File: src/oaht_pkg.sv
`default_nettype none
package oaht_pkg;

    localparam int TABLE_DEPTH = 1024;
    localparam int SLOT_W      = 10;
    localparam int IDX_W       = 11;
    localparam int KEY_BYTES   = 10;
    localparam int KEY_W       = 8 * KEY_BYTES;
    localparam int SUM_W       = 32;
    localparam int WGT_W       = 16 * KEY_BYTES;

    typedef enum logic [1:0] {
        CMD_SEARCH = 2'd0,
        CMD_INSERT = 2'd1,
        CMD_REMOVE = 2'd2,
        CMD_CLEAR  = 2'd3
    } t_cmd_e;

    typedef enum logic [2:0] {
        ST_FOUND     = 3'd0,
        ST_NOT_FOUND = 3'd1,
        ST_INSERTED  = 3'd2,
        ST_PRESENT   = 3'd3,
        ST_FULL      = 3'd4,
        ST_REMOVED   = 3'd5,
        ST_CLEARED   = 3'd6
    } t_status_e;

    localparam logic [1:0] SLOT_EMPTY = 2'd0;
    localparam logic [1:0] SLOT_USED  = 2'd1;
    localparam logic [1:0] SLOT_GONE  = 2'd2;

    localparam logic [1:0] REG_W_FIRST  = 2'd0;
    localparam logic [1:0] REG_W_MIDDLE = 2'd1;
    localparam logic [1:0] REG_W_LAST   = 2'd2;
    localparam logic [1:0] REG_T_SIZE   = 2'd3;

    typedef struct packed {
        logic [1:0]  cmd;
        logic [63:0] key_low;
        logic [15:0] key_high;
        logic [3:0]  key_length;
    } t_in_item;

    typedef struct packed {
        logic [2:0]       status;
        logic [IDX_W-1:0] slot_index;
    } t_out_item;

    typedef struct packed {
        logic [WGT_W-1:0] weights;
        logic [IDX_W-1:0] table_size;
    } t_hash_cfg;

    typedef struct packed {
        logic [1:0]        cmd;
        logic [KEY_W-1:0]  key;
        logic [SLOT_W-1:0] home;
        logic [IDX_W-1:0]  n;
    } t_task;

endpackage
`default_nettype wire

File: src/oaht_queue.sv
`default_nettype none
module oaht_queue (
    input  wire             i_clk,
    input  wire             i_rst_n,
    input  wire             i_push,
    input  oaht_pkg::t_task i_task,
    output logic            o_full,
    input  wire             i_pop,
    output oaht_pkg::t_task o_head,
    output logic            o_empty
);
    import oaht_pkg::*;

    t_task      r_slots [2];
    logic       r_wr_ptr, r_rd_ptr;
    logic [1:0] r_count;

    always_ff @(posedge i_clk) begin
        if (!i_rst_n) begin
            r_wr_ptr <= 1'b0;
            r_rd_ptr <= 1'b0;
            r_count  <= 2'd0;
        end else begin
            if (i_push) r_wr_ptr <= ~r_wr_ptr;
            if (i_pop)  r_rd_ptr <= ~r_rd_ptr;
            r_count <= r_count + 2'(i_push) - 2'(i_pop);
        end
        if (i_push) r_slots[r_wr_ptr] <= i_task;
    end

    assign o_head  = r_slots[r_rd_ptr];
    assign o_full  = (r_count == 2'd2);
    assign o_empty = (r_count == 2'd0);

endmodule
`default_nettype wire

File: config.mk
export PLATFORM = sky130hd
export DESIGN_NAME = oaht_queue
export DESIGN_NICKNAME = d
export VERILOG_FILES = /design/src/oaht_pkg.sv /design/src/oaht_queue.sv
export SDC_FILE = /design/constraint.sdc
export NUM_CORES = 1
export LEC_CHECK = 0
export BUFFER_PORTS_ARGS = -buffer_cell sky130_fd_sc_hd__buf_2
export CAP_MARGIN = 20
export CORE_ASPECT_RATIO = 0.9
export CORE_MARGIN = 5
export CORE_UTILIZATION = 40
export CTS_CLUSTER_DIAMETER = 80
export CTS_CLUSTER_SIZE = 20
export DETAILED_ROUTE_END_ITERATION = 8
export PLACE_DENSITY_LB_ADDON = 0.1
export SLEW_MARGIN = 20
export SYNTH_ARGS = -nofsm -noshare
export SYNTH_HDL_FRONTEND = slang
export SYNTH_SLANG_ARGS = --single-unit
File: constraint.sdc
create_clock -name i_clk -period 8.2 [get_ports i_clk]
set_input_delay 1.64 -clock i_clk [delete_from_list [all_inputs] [get_ports i_clk]]
set_output_delay 1.64 -clock i_clk [all_outputs]
set_load 0.005 [all_outputs]
==> metrics.txt <==
P per Cell Area 230 nW/um2; vias in the first global route approximately 4,000; CP Max Fanout 59; Area after DPL about 9000 um2; multi-input logic area ~1300 um2; Startpoint Class flip-flop; synthesized net count 450; Final setup viols 0; sequential area share after synthesis between 80% and 90%; CP bufs+invs 2; worst-margin pin slew about 0.80 ns; Synth cell types 14; Worst EP arrival 2.57 ns; Starting Density 40.3%; Rel. slew slack 46.7%; proportion of layout cells with a drive suffix above 1 between 50% and 60%; Tcrit/Tclk final ~51%; delay-heaviest family, CP buffers and inverters; GRT overflow 0; largest net degree at the start of global routing 60; Cells after Synth 341; DPL Wire Length ~9400 um; aggregate routed wire length ~14,000 um; CTS Hold Bufs 0; CP max-delay cell dfxtp_4; YS warnings 0; Final Skew ~0.016 ns; Peak Freq 0.237 GHz; leakage power about 3.5 nW; Vias/cell approximately 4.6; Crit Path Class flip-flop to primary output; Residual DRC 0; post-layout util about half; final hold violations 0; drt initial violations 140; die width about 160 um; CP endpoint kind primary output; post-synthesis register bit count roughly 210; Post-Syn Area 7670 um2; Vias ~3,800; placed insts roughly 800; register area about 6300 um2; drt wl/cell 17.5 um; Max Cap Viol 0; CTS sink cnt 211; Critical Path RT roughly 6.6 ns; critical path, cell by cell buf_4 > mux2_2 > buf_2; first-pass GRT wire length ~22,000 um; Hold/Removal Path Class flip-flop to flip-flop; Final ANT Viol Nets 0; CTS clock-pin slew for the worst setup and hold paths around 0.080 ns; core area between 15,000 and 20,000 um2; WHS slightly below 0.6 ns; FP Rows 48; status completed; post-route setup TNS 0 ns; synth-to-layout area growth 22.7%; H-tree depth reported by CTS 1; initial antenna violation count 3; post-CTS setup buffer count 0; io pins 212; fin nets 670; unrepaired setup endpoints after global routing no; Layout Cells excl Fill between 800 and 900; slowest stage delay, CP 0.76 ns; Detailed Routing Iterations Pass 1 4; Final min period 4.21 ns; fill count about 1,600; clock latency on the worst-skew pair 0.46 ns; Port Buffers 211; CTS tree yes; cts bufs inserted 14; Final Wtd Congestion roughly 0.71; die height roughly 140 um; VDD IR-drop max 0.152 mV; Slew Limit Fails 0; Clock Tree Root clkbuf_16; post-route cell area 9410 um2; Post-CTS Resized 0; die area between 20,000 and 25,000 um2; gr usage total around 12%; Clock Path Buffers 3; Avg Cell Area, Syn around 22 um2
worst paths after layout:
path | startpoint | end | slack [ns] | cells past startpoint
min reg2reg | r_rd_ptr$_SDFFE_PN0P_ | flip-flop | 0.59 | 2
max | flip-flop | o_head[53] | 3.99 | 3
min | r_rd_ptr$_SDFFE_PN0P_ | flip-flop | 0.59 | 2
max reg2reg | r_wr_ptr$_SDFFE_PN0P_ | r_slots[1][14]$_DFFE_PP_ | 6.05 | 2
logic make-up after synthesis:
kind of cell | after synthesis | synth area share, %
buffers and inverters | 13 | 1.42
muxes | 103 | 15.1
xor gates and xnor gates | 2 | 0.408
DFF | 211 | 81.9
adders and majority gates | 2 | 0.326
AOI/OAI and AO/OA | 1 | 0.0979
and+or+nand+nor | 9 | 0.701
metal layers:
layer	global-route usage, %	part of all wire (%)	up-vias
met4	3.18	2.5	4
met2	19.8	45	140
met3	5.31	10	23
met5	0	0.098	-
met1	15.9	42	1820
li1	-	-	1784
flip-flops by register name, indices dropped and copies added, names as in the netlist, named ones only:
signal,cells
r_rd_ptr,1
r_count,2
r_wr_ptr,1
r_slots,206
worst reg2reg max path, delay by kind of cell (launching register included):
family,cells,cell delay [ns]
buffers and inverters,1,0.75
flip-flops,1,0.39
AND/OR/NAND/NOR,1,0.60
area by class of cell:
class / count / area share (%)
flip-flops and latches: 211 / 66.8
diodes: 2 / 0.0532
inverters: 2 / 0.0797
repair buffers: 215 / 11.5
clock inverters: 3 / 0.412
clock buffers: 18 / 4.11
well taps: 250 / 3.32
multi-input cells: 117 / 13.7
stage by stage:
step                setup slack (ns)  power (mW)
CTS                             3.88        2.20
detailed placement              4.40        1.51
global placement                4.42        1.51
global route                    3.80        2.27
finish                          3.99        2.16
floorplan                       1.47        1.41
report_power, final:
| group | internal, mW | leakage [nW] | total (mW) | switching, mW |
|---|---|---|---|---|
| Combinational | 0.115 | 1.31 | 0.214 | 0.0993 |
| Sequential | 1.25 | 1.98 | 1.27 | 0.0208 |
| Clock | 0.364 | 0.208 | 0.682 | 0.318 |
| Total | 1.72 | 3.49 | 2.16 | 0.438 |
cells in the mapped netlist (all sizes together):
library cell,count,area share (%)
mux2,103,15
edfxtp,206,81
ha,2,0.33
o21a,1,0.098
nor2,1,0.049
inv,2,0.098
buf,11,1.3
and2,4,0.33
xor2,1,0.11
xnor3,1,0.29
dfxtp,5,1.3
nor2b,4,0.33
cell usage in the layout (no fill, tap or decap), drive strengths merged:
cell,instances
buf,215
edfxtp,206
mux2,103
clkbuf,18
dfxtp,5
and2,4
nor2b,4
diode,2
inv,2
ha,2
clkinv,2
nor2,1
xor2,1
o21a,1
xnor3,1
bufinv,1
Power figures use the tool's default switching activity.
