===== src/oaht_pkg.sv =====
`default_nettype none
package oaht_pkg;

    localparam int TABLE_DEPTH = 1024;
    localparam int SLOT_W      = 10;
    localparam int IDX_W       = 11;
    localparam int KEY_BYTES   = 10;
    localparam int KEY_W       = 8 * KEY_BYTES;
    localparam int SUM_W       = 32;
    localparam int WGT_W       = 16 * KEY_BYTES;

    typedef enum logic [1:0] {
        CMD_SEARCH = 2'd0,
        CMD_INSERT = 2'd1,
        CMD_REMOVE = 2'd2,
        CMD_CLEAR  = 2'd3
    } t_cmd_e;

    typedef enum logic [2:0] {
        ST_FOUND     = 3'd0,
        ST_NOT_FOUND = 3'd1,
        ST_INSERTED  = 3'd2,
        ST_PRESENT   = 3'd3,
        ST_FULL      = 3'd4,
        ST_REMOVED   = 3'd5,
        ST_CLEARED   = 3'd6
    } t_status_e;

    localparam logic [1:0] SLOT_EMPTY = 2'd0;
    localparam logic [1:0] SLOT_USED  = 2'd1;
    localparam logic [1:0] SLOT_GONE  = 2'd2;

    localparam logic [1:0] REG_W_FIRST  = 2'd0;
    localparam logic [1:0] REG_W_MIDDLE = 2'd1;
    localparam logic [1:0] REG_W_LAST   = 2'd2;
    localparam logic [1:0] REG_T_SIZE   = 2'd3;

    typedef struct packed {
        logic [1:0]  cmd;
        logic [63:0] key_low;
        logic [15:0] key_high;
        logic [3:0]  key_length;
    } t_in_item;

    typedef struct packed {
        logic [2:0]       status;
        logic [IDX_W-1:0] slot_index;
    } t_out_item;

    typedef struct packed {
        logic [WGT_W-1:0] weights;
        logic [IDX_W-1:0] table_size;
    } t_hash_cfg;

    typedef struct packed {
        logic [1:0]        cmd;
        logic [KEY_W-1:0]  key;
        logic [SLOT_W-1:0] home;
        logic [IDX_W-1:0]  n;
    } t_task;

endpackage
`default_nettype wire


===== src/oaht_front.sv =====
`default_nettype none
module oaht_front (
    input  wire                 i_clk,
    input  wire                 i_rst_n,
    input  wire                 i_in_valid,
    input  oaht_pkg::t_in_item  i_in_data,
    output logic                o_in_stall,
    input  oaht_pkg::t_hash_cfg i_cfg,
    output logic                o_push,
    output oaht_pkg::t_task     o_task,
    input  wire                 i_full
);
    import oaht_pkg::*;

    typedef enum logic [3:0] {
        F_IDLE = 4'b0001,
        F_HASH = 4'b0010,
        F_MOD  = 4'b0100,
        F_PUSH = 4'b1000
    } t_fstate;

    t_fstate          r_state, n_state;
    logic [1:0]       r_cmd, n_cmd;
    logic [KEY_W-1:0] r_key, n_key;
    logic [IDX_W-1:0] r_n, n_n;
    logic [SUM_W-1:0] r_sum, n_sum;
    logic [4:0]       r_cnt, n_cnt;
    logic [IDX_W-1:0] r_rem, n_rem;

    logic [3:0]       len_sat;
    logic [KEY_W-1:0] raw_key, masked_key;
    logic [IDX_W-1:0] n_eff;
    logic [7:0]       byte_sel;
    logic [15:0]      w_sel;
    logic [23:0]      prod;
    logic [IDX_W:0]   trial;
    logic             trial_ge;

    always_comb begin
        len_sat = (i_in_data.key_length > 4'(KEY_BYTES)) ? 4'(KEY_BYTES)
                                                        : i_in_data.key_length;
        raw_key = {i_in_data.key_high, i_in_data.key_low};
        for (int b = 0; b < KEY_BYTES; b++) begin
            masked_key[8*b +: 8] = (4'(b) < len_sat) ? raw_key[8*b +: 8] : 8'd0;
        end
        if (i_cfg.table_size == '0) begin
            n_eff = IDX_W'(1);
        end else if (i_cfg.table_size > IDX_W'(TABLE_DEPTH)) begin
            n_eff = IDX_W'(TABLE_DEPTH);
        end else begin
            n_eff = i_cfg.table_size;
        end
    end

    assign byte_sel = r_key[{r_cnt[3:0], 3'b000} +: 8];
    assign w_sel    = i_cfg.weights[{r_cnt[3:0], 4'b0000} +: 16];
    assign prod     = 24'(byte_sel) * 24'(w_sel);
    assign trial    = {r_rem, r_sum[SUM_W-1]};
    assign trial_ge = trial >= {1'b0, r_n};

    always_comb begin
        n_state = r_state;
        n_cmd   = r_cmd;
        n_key   = r_key;
        n_n     = r_n;
        n_sum   = r_sum;
        n_cnt   = r_cnt;
        n_rem   = r_rem;
        o_push  = 1'b0;
        unique case (r_state)
            F_IDLE: begin
                if (i_in_valid) begin
                    n_cmd   = i_in_data.cmd;
                    n_key   = masked_key;
                    n_n     = n_eff;
                    n_sum   = '0;
                    n_cnt   = '0;
                    n_state = F_HASH;
                end
            end
            F_HASH: begin
                n_sum = r_sum + SUM_W'(prod);
                if (r_cnt == 5'(KEY_BYTES - 1)) begin
                    n_cnt   = '0;
                    n_rem   = '0;
                    n_state = F_MOD;
                end else begin
                    n_cnt = r_cnt + 5'd1;
                end
            end
            F_MOD: begin
                n_rem = trial_ge ? IDX_W'(trial - {1'b0, r_n}) : trial[IDX_W-1:0];
                n_sum = {r_sum[SUM_W-2:0], 1'b0};
                n_cnt = r_cnt + 5'd1;
                if (r_cnt == 5'(SUM_W - 1)) begin
                    n_state = F_PUSH;
                end
            end
            F_PUSH: begin
                if (!i_full) begin
                    o_push  = 1'b1;
                    n_state = F_IDLE;
                end
            end
            default: n_state = F_IDLE;
        endcase
    end

    always_ff @(posedge i_clk) begin
        if (!i_rst_n) begin
            r_state <= F_IDLE;
        end else begin
            r_state <= n_state;
        end
        r_cmd <= n_cmd;
        r_key <= n_key;
        r_n   <= n_n;
        r_sum <= n_sum;
        r_cnt <= n_cnt;
        r_rem <= n_rem;
    end

    assign o_in_stall  = (r_state != F_IDLE);
    assign o_task.cmd  = r_cmd;
    assign o_task.key  = r_key;
    assign o_task.home = r_rem[SLOT_W-1:0];
    assign o_task.n    = r_n;

endmodule
`default_nettype wire


===== config.mk =====
export PLATFORM = sky130hd
export DESIGN_NAME = oaht_front
export DESIGN_NICKNAME = d
export VERILOG_FILES = /design/src/oaht_pkg.sv /design/src/oaht_front.sv
export SDC_FILE = /design/constraint.sdc
export NUM_CORES = 1
export LEC_CHECK = 0
export BUFFER_PORTS_ARGS = -buffer_cell sky130_fd_sc_hd__buf_2
export CAP_MARGIN = 20
export CORE_AREA = 5 5 222 224
export DETAILED_ROUTE_END_ITERATION = 8
export DIE_AREA = 0 0 227 229
export PLACE_DENSITY = 0.46
export RECOVER_POWER = 100
export SYNTH_ARGS = -nofsm -noshare
export SYNTH_HDL_FRONTEND = slang
export SYNTH_SLANG_ARGS = --single-unit

===== constraint.sdc =====
create_clock -name i_clk -period 13.9 [get_ports i_clk]
set_input_delay 2.78 -clock i_clk [delete_from_list [all_inputs] [get_ports i_clk]]
set_output_delay 2.78 -clock i_clk [all_outputs]
set_load 0.05 [all_outputs]

==> impl_metrics.toml, run 1 <==
[global_route]
grt_pass1_wl_mm = 69.7
grt-ovfl-total = 0
grtUsageTotal_pct = 17.7
antenna_found_initial = 9
grt_max_degree = 60
grt_pass1_vias = 11409

[critical_path]
crit_chain = "clkbuf_1 -> nor2_1 -> clkbuf_1 -> a22oi_1 -> a2bb2oi_1 -> inv_1 -> nand2_1 -> fa_1 -> inv_1 -> fa_1 -> ha_1 -> inv_1 -> fa_1 -> inv_1 -> ha_1 -> a211oi_1 -> o21bai_1 -> a21oi_1 -> o21ai_0 -> a211oi_1 -> xor2_1 -> o21ai_0"
crit_buf_inv = 6
startpoint_type = "register"
cp_slowest_cell = "clkbuf_1"
worstSetupPathType = "register to register"
cp.arrival_ns = 10.36
max_stage_delay_ns = 2.41
crit_family = "buffers and inverters"
cp_max_fo = 54
crit_required_ns = 14.09
cpMostUsedCell = "inv_1"
cp-end-kind = "register"

[clock_tree]
cts_inserted_buffers = 17
cts.path.max_buffers = 2
cts-root-buf = "clkbuf_16"
postCtsResizedCells = 0
cts_sinks = 145
post_cts_buffers = 0
holdBufCountCts = 0
clk_latency_ns = 0.47
clk_pin_slew_ns = 0.08
tritoncts = "yes"
cts_htree_levels = 4

[worst_hold_path]
min-delay-path-class = "register to register"

[layout]
final_cell_mix = "256 x buf_2, 188 x inv_1, 141 x edfxtp_1"
num-nets-final = 2031
area_growth_pct = 21.4
final_util_pct = 34.6
drive_gt1_share_pct = 24.8
final_common_cell = "buf_2"

[status]
outcome = "complete, but fails checks"
violations = "max-capacitance violations, max-slew violations"

[drt]
drc = 0
ant_nets = 0
drtIter0Drc = 479
firstDrtPassIters = 6
vias = 10669
wire_per_inst_um = 20.6
routed_wl_mm = 45.9
viasPerCell = 4.78

[power_and_ir_drop]
p_leak_uw = 0.00702
pwr_density_cell_mw_per_mm2 = 212
power_uw = 3450
peakVddDrop_mv = 0.122

[yosys]
syn_area_mm2 = 0.0134
yosysSeqAreaShare_pct = 32.1
synthArstFlopShare_pct = 0
syn_nets = 1691
synth_edf_count = 141
syn_avg_cell_area_um2 = 10.7
synth_cells = 1260
ys_types = 68
ys_seq_elements = 145
ys.flop_type = "edfxtp_1"
ys_warn_count = 0

[sta]
finalHoldViolCount = 0
slew_violations = 190
skew_ns = 0.0182
setup_viol = 0
timing.fmax_ghz = 0.0983
relSlewSlack_pct = -136
worstMarginPinSlew_ns = 3.53
finalCritPeriodShare_pct = 73.2
finalWorstSetupSlack_ns = 3.73
rsz0062_at_grt = "no"
finalCriticalPeriod_ns = 10.17
fin_setup_tns_ns = 0

[die]
die_h_um = 229
die_w_um = 227
initial_utilization_pct = 28.5
num_rows = 80
die_area_mm2 = 0.0520
coreArea_mm2 = 0.0471
ioPinCount = 366

[placement]
dp_hpwl_mm = 37.9
post-place-ws_ns = 4.84
place_congestion = 0.873
port_buffers = 365

[job]
drv_cap = 4
==> synthesized netlist by cell type, types with 17 or more instances <==
| cell type | instances | area (µm²) |
|---|---|---|
| inv_1 | 188 | 706 |
| edfxtp_1 | 141 | 4230 |
| nor2_1 | 133 | 499 |
| fa_1 | 107 | 2140 |
| nor2b_1 | 77 | 482 |
| ha_1 | 63 | 788 |
| nand2_1 | 49 | 184 |
| mux4_2 | 46 | 1040 |
| o21ai_0 | 33 | 165 |
| and2_1 | 31 | 194 |
| a21oi_1 | 29 | 145 |
| mux2_2 | 26 | 293 |
| a22oi_1 | 25 | 188 |
| nand2b_1 | 22 | 138 |
| clkbuf_1 | 20 | 75.1 |
| buf_2 | 17 | 85.1 |
| o22ai_1 | 17 | 106 |
==> where the power goes <==
| group | internal, µW | switching, µW | total, µW |
|---|---|---|---|
| Combinational | 911 | 1480 | 2390 |
| Clock | 247 | 238 | 485 |
| Sequential | 544 | 26.8 | 571 |
==> final timing paths <==
check	startpoint	end	slack, ns	cells after the start
setup / recovery	r_cnt[1]$_DFFE_PP_	r_sum[20]$_DFFE_PP_	3.73	22
setup reg to reg	r_cnt[1]$_DFFE_PP_	r_sum[20]$_DFFE_PP_	3.73	22
hold / removal	r_sum[25]$_DFFE_PP_	r_sum[26]$_DFFE_PP_	0.57	2
hold reg to reg	r_sum[25]$_DFFE_PP_	r_sum[26]$_DFFE_PP_	0.57	2
==> worst reg2reg max path, cell delays in order, from the launching register on <==
cell,delay (ns)
edfxtp_1,0.32
clkbuf_1,2.41
nor2_1,0.85
clkbuf_1,0.61
a22oi_1,0.35
a2bb2oi_1,0.78
inv_1,0.18
nand2_1,0.14
fa_1,0.43
inv_1,0.08
fa_1,0.42
ha_1,0.28
inv_1,0.05
fa_1,0.52
inv_1,0.07
ha_1,0.31
a211oi_1,0.33
o21bai_1,0.12
a21oi_1,0.45
o21ai_0,0.46
a211oi_1,0.43
xor2_1,0.20
o21ai_0,0.10
==> metrics by stage <==
step	cells	cell area, µm²	hold WS, ns
4_1_cts	2228	16500	0.585
3_3_place_gp	2195	15800	0.550
2_1_floorplan	1260	13400	0.529
3_5_place_dp	2196	15800	0.577
5_1_grt	2230	16300	0.608
6_report	2231	16300	0.574
==> logic make-up after synthesis <==
| group | synth area share, % |
|---|---|
| adder cells (fa/ha/maj) | 21.8 |
| flip-flops | 32.1 |
| multiplexers | 11.0 |
| buffers and inverters | 7.97 |
| AND/OR/NAND/NOR | 14.1 |
| AO/OA/AOI/OAI | 11.3 |
| XOR/XNOR | 1.70 |
==> routing by layer <==
metal	track usage [%]	up-vias	part of all wire (%)
li1	-	5046	-
met1	21.5	5267	41
met4	5.79	12	2.9
met3	3.92	55	4.5
met5	0	-	0.18
met2	31.0	289	51
==> area by class of cell <==
type,count,area (µm²)
fill,4869,30800
inverter,189,709
sequential,145,4310
timing repair buffer,384,1800
clock buffer,17,425
antenna,3,7.51
clock inverter,15,204
tap,615,769
multi-input combinational,863,8060
==> sequential cells by signal (all words and copies together), names as in the netlist <==
name,count
r_key,80
r_sum,32
r_n,11
r_rem,11
r_cnt,5
r_state,4
r_cmd,2
Note: power is estimated with default switching activity, not from simulation.
==> inputs of run 2 (changes only) <==
==> constraint.sdc (replaced) <==
create_clock -name i_clk -period 9.7 [get_ports i_clk]
set_input_delay 1.94 -clock i_clk [delete_from_list [all_inputs] [get_ports i_clk]]
set_output_delay 1.94 -clock i_clk [all_outputs]
set_load 0.05 [all_outputs]
==> impl_metrics.toml, run 2 (synthesized netlist as in run 1, its figures left out) <==
[status]
outcome = "complete, but fails checks"
violations = "max-capacitance violations, max-slew violations"

[layout]
reg.largest.list = "r_key: 80 flops, r_sum: 32 flops"
final_cell_mix = "256 x buf_2, 188 x inv_1, 141 x edfxtp_1"
final_util_pct = 34.5
final_cell_area_mm2 = 0.0163
nFillCells = 4870
largest_reg_flops = 80
area_growth_pct = 21.2
top_register = "r_key"
drive_gt1_share_pct = 24.8
num-nets-final = 2032
final_common_cell = "buf_2"

[clock_tree]
cts_inserted_buffers = 17
holdBufCountCts = 0
postCtsResizedCells = 0
cts_htree_levels = 4
post_cts_buffers = 0
cts_sinks = 145
cts.path.max_buffers = 2
tritoncts = "yes"
clk_pin_slew_ns = 0.07
cts-root-buf = "clkbuf_16"
clk_latency_ns = 0.46

[sta]
finalHoldViolCount = 0
rsz0062_at_grt = "no"
skew_ns = 0.0157
worst_hold_slack_ns = 0.560
timing.fmax_ghz = 0.122
fin_setup_tns_ns = 0
worstMarginPinSlew_ns = 3.97
slew_violations = 152
relSlewSlack_pct = -165
finalWorstSetupSlack_ns = 1.48
setup_viol = 0
finalCritPeriodShare_pct = 84.7
finalCriticalPeriod_ns = 8.22

[global_route]
met1_usage_pct = 21.4
grt-busiest-layer = "met2"
grt.met2_usage_pct = 31.7
grt_util_met3_pct = 4.21
grt_pass1_wl_mm = 70.8
grt_pass1_vias = 11755
antenna_found_initial = 9
grt-ovfl-total = 0
grt_max_degree = 72
grtUsageTotal_pct = 17.9

[drt]
ant_nets = 0
routed_wl_mm = 46.1
drc = 0
drtIter0Drc = 382
vias = 10723
wire_per_inst_um = 20.7
firstDrtPassIters = 5
viasPerCell = 4.81

[critical_path]
cp.arrival_ns = 8.43
reg2reg_slack_ns = 1.48
worstSetupPathType = "register to register"
r2r_end = "r_sum[30]$_DFFE_PP_"
crit_family = "compound AO/OA/AOI/OAI gates"
max_stage_delay_ns = 1.24
startpoint_type = "register"
cp_slowest_cell = "a2bb2oi_1"
cpMostUsedCell = "fa_1"
crit_buf_inv = 3
crit_required_ns = 9.91
rr_worst_depth = 19
cp-end-kind = "register"
r2r_start = "r_cnt[0]$_DFFE_PP_"
crit_chain = "buf_12 -> mux2_2 -> a22oi_1 -> a2bb2oi_1 -> nor2_1 -> fa_1 -> fa_1 -> fa_1 -> inv_1 -> fa_1 -> inv_1 -> ha_1 -> a21oi_1 -> o21ai_0 -> a41oi_1 -> o22ai_1 -> or3_1 -> a21o_1 -> a21o_1"
cp_max_fo = 57

[placement]
dpl_cell_area_mm2 = 0.0159
port_buffers = 365
post-place-ws_ns = 1.64
dp_hpwl_mm = 37.9
place_congestion = 0.871

[die]
coreArea_mm2 = 0.0471
num_rows = 80
die_h_um = 229
initial_utilization_pct = 28.5
die_area_mm2 = 0.0520
ioPinCount = 366
die_w_um = 227

[worst_hold_path]
min-delay-path-class = "register to register"
holdPathEnd = "r_sum[24]$_DFFE_PP_"
min_path_cells = 2
min_from = "r_sum[23]$_DFFE_PP_"

[power_and_ir_drop]
p_leak_uw = 0.00702
pwr_density_cell_mw_per_mm2 = 304
peakVddDrop_mv = 0.191

[job]
drv_cap = 4
## run 2: changes by cell type in the layout (fill, tap and decap cells not counted), moves of 2 or more
cell | before | now
inv_6 | 2 | 7
inv_8 | 5 | 3
diode_2 | 3 | 1
buf_4 | 9 | 12
clkinv_8 | 8 | 4
clkbuf_1 | 118 | 116
## run 2: final cells by class
type	count	area (µm²)	share of cell area, %
diodes	1	2.50	0.0154
clock buffers	17	425	2.62
clock inverters	15	165	1.02
inverters	189	709	4.36
multi-input cells	863	8050	49.5
flip-flops and latches	145	4310	26.5
well taps	615	769	4.73
repair buffers	385	1830	11.2
## run 2: stage by stage
stage               std cells  total power, µW
finish                   2230             4940
global route             2230             5470
CTS                      2229             5000
detailed placement       2197             4300
global placement         2197             4290
floorplan                1260             3530
## run 2: worst register-to-register path: stages (launching register included)
cell	delay, ns
edfxtp_1	1.03
buf_12	0.42
mux2_2	0.41
a22oi_1	0.36
a2bb2oi_1	1.24
nor2_1	0.17
fa_1	0.57
fa_1	0.52
fa_1	0.54
inv_1	0.05
fa_1	0.52
inv_1	0.04
ha_1	0.42
a21oi_1	0.30
o21ai_0	0.16
a41oi_1	0.30
o22ai_1	0.13
or3_1	0.45
a21o_1	0.18
a21o_1	0.16
## run 2: how the worst max path moves through the flow
stage | end | depth (start not counted) | start | slack, ns
floorplan | r_sum[30]$_DFFE_PP_ | 19 | i_cfg[69] | 2.37
global placement | r_sum[30]$_DFFE_PP_ | 19 | i_cfg[72] | 1.77
detailed placement | r_sum[30]$_DFFE_PP_ | 19 | i_cfg[72] | 1.64
CTS | r_sum[30]$_DFFE_PP_ | 19 | r_cnt[0]$_DFFE_PP_ | 1.96
global route | r_sum[23]$_DFFE_PP_ | 19 | r_cnt[0]$_DFFE_PP_ | 0.99
finish | r_sum[30]$_DFFE_PP_ | 19 | r_cnt[0]$_DFFE_PP_ | 1.48
## run 2: where the power goes
| group | switching [µW] | total (µW) | internal (µW) |
|---|---|---|---|
| registers | 46.3 | 827 | 781 |
| clock network | 325 | 671 | 346 |
| logic | 2140 | 3450 | 1310 |
## run 2: routing by layer
layer | share of wire [%] | vias to the layer above
met2 | 51 | 337
met4 | 3.2 | 12
met1 | 40 | 5257
met3 | 5.3 | 72
met5 | 0.15 | -
li1 | - | 5045
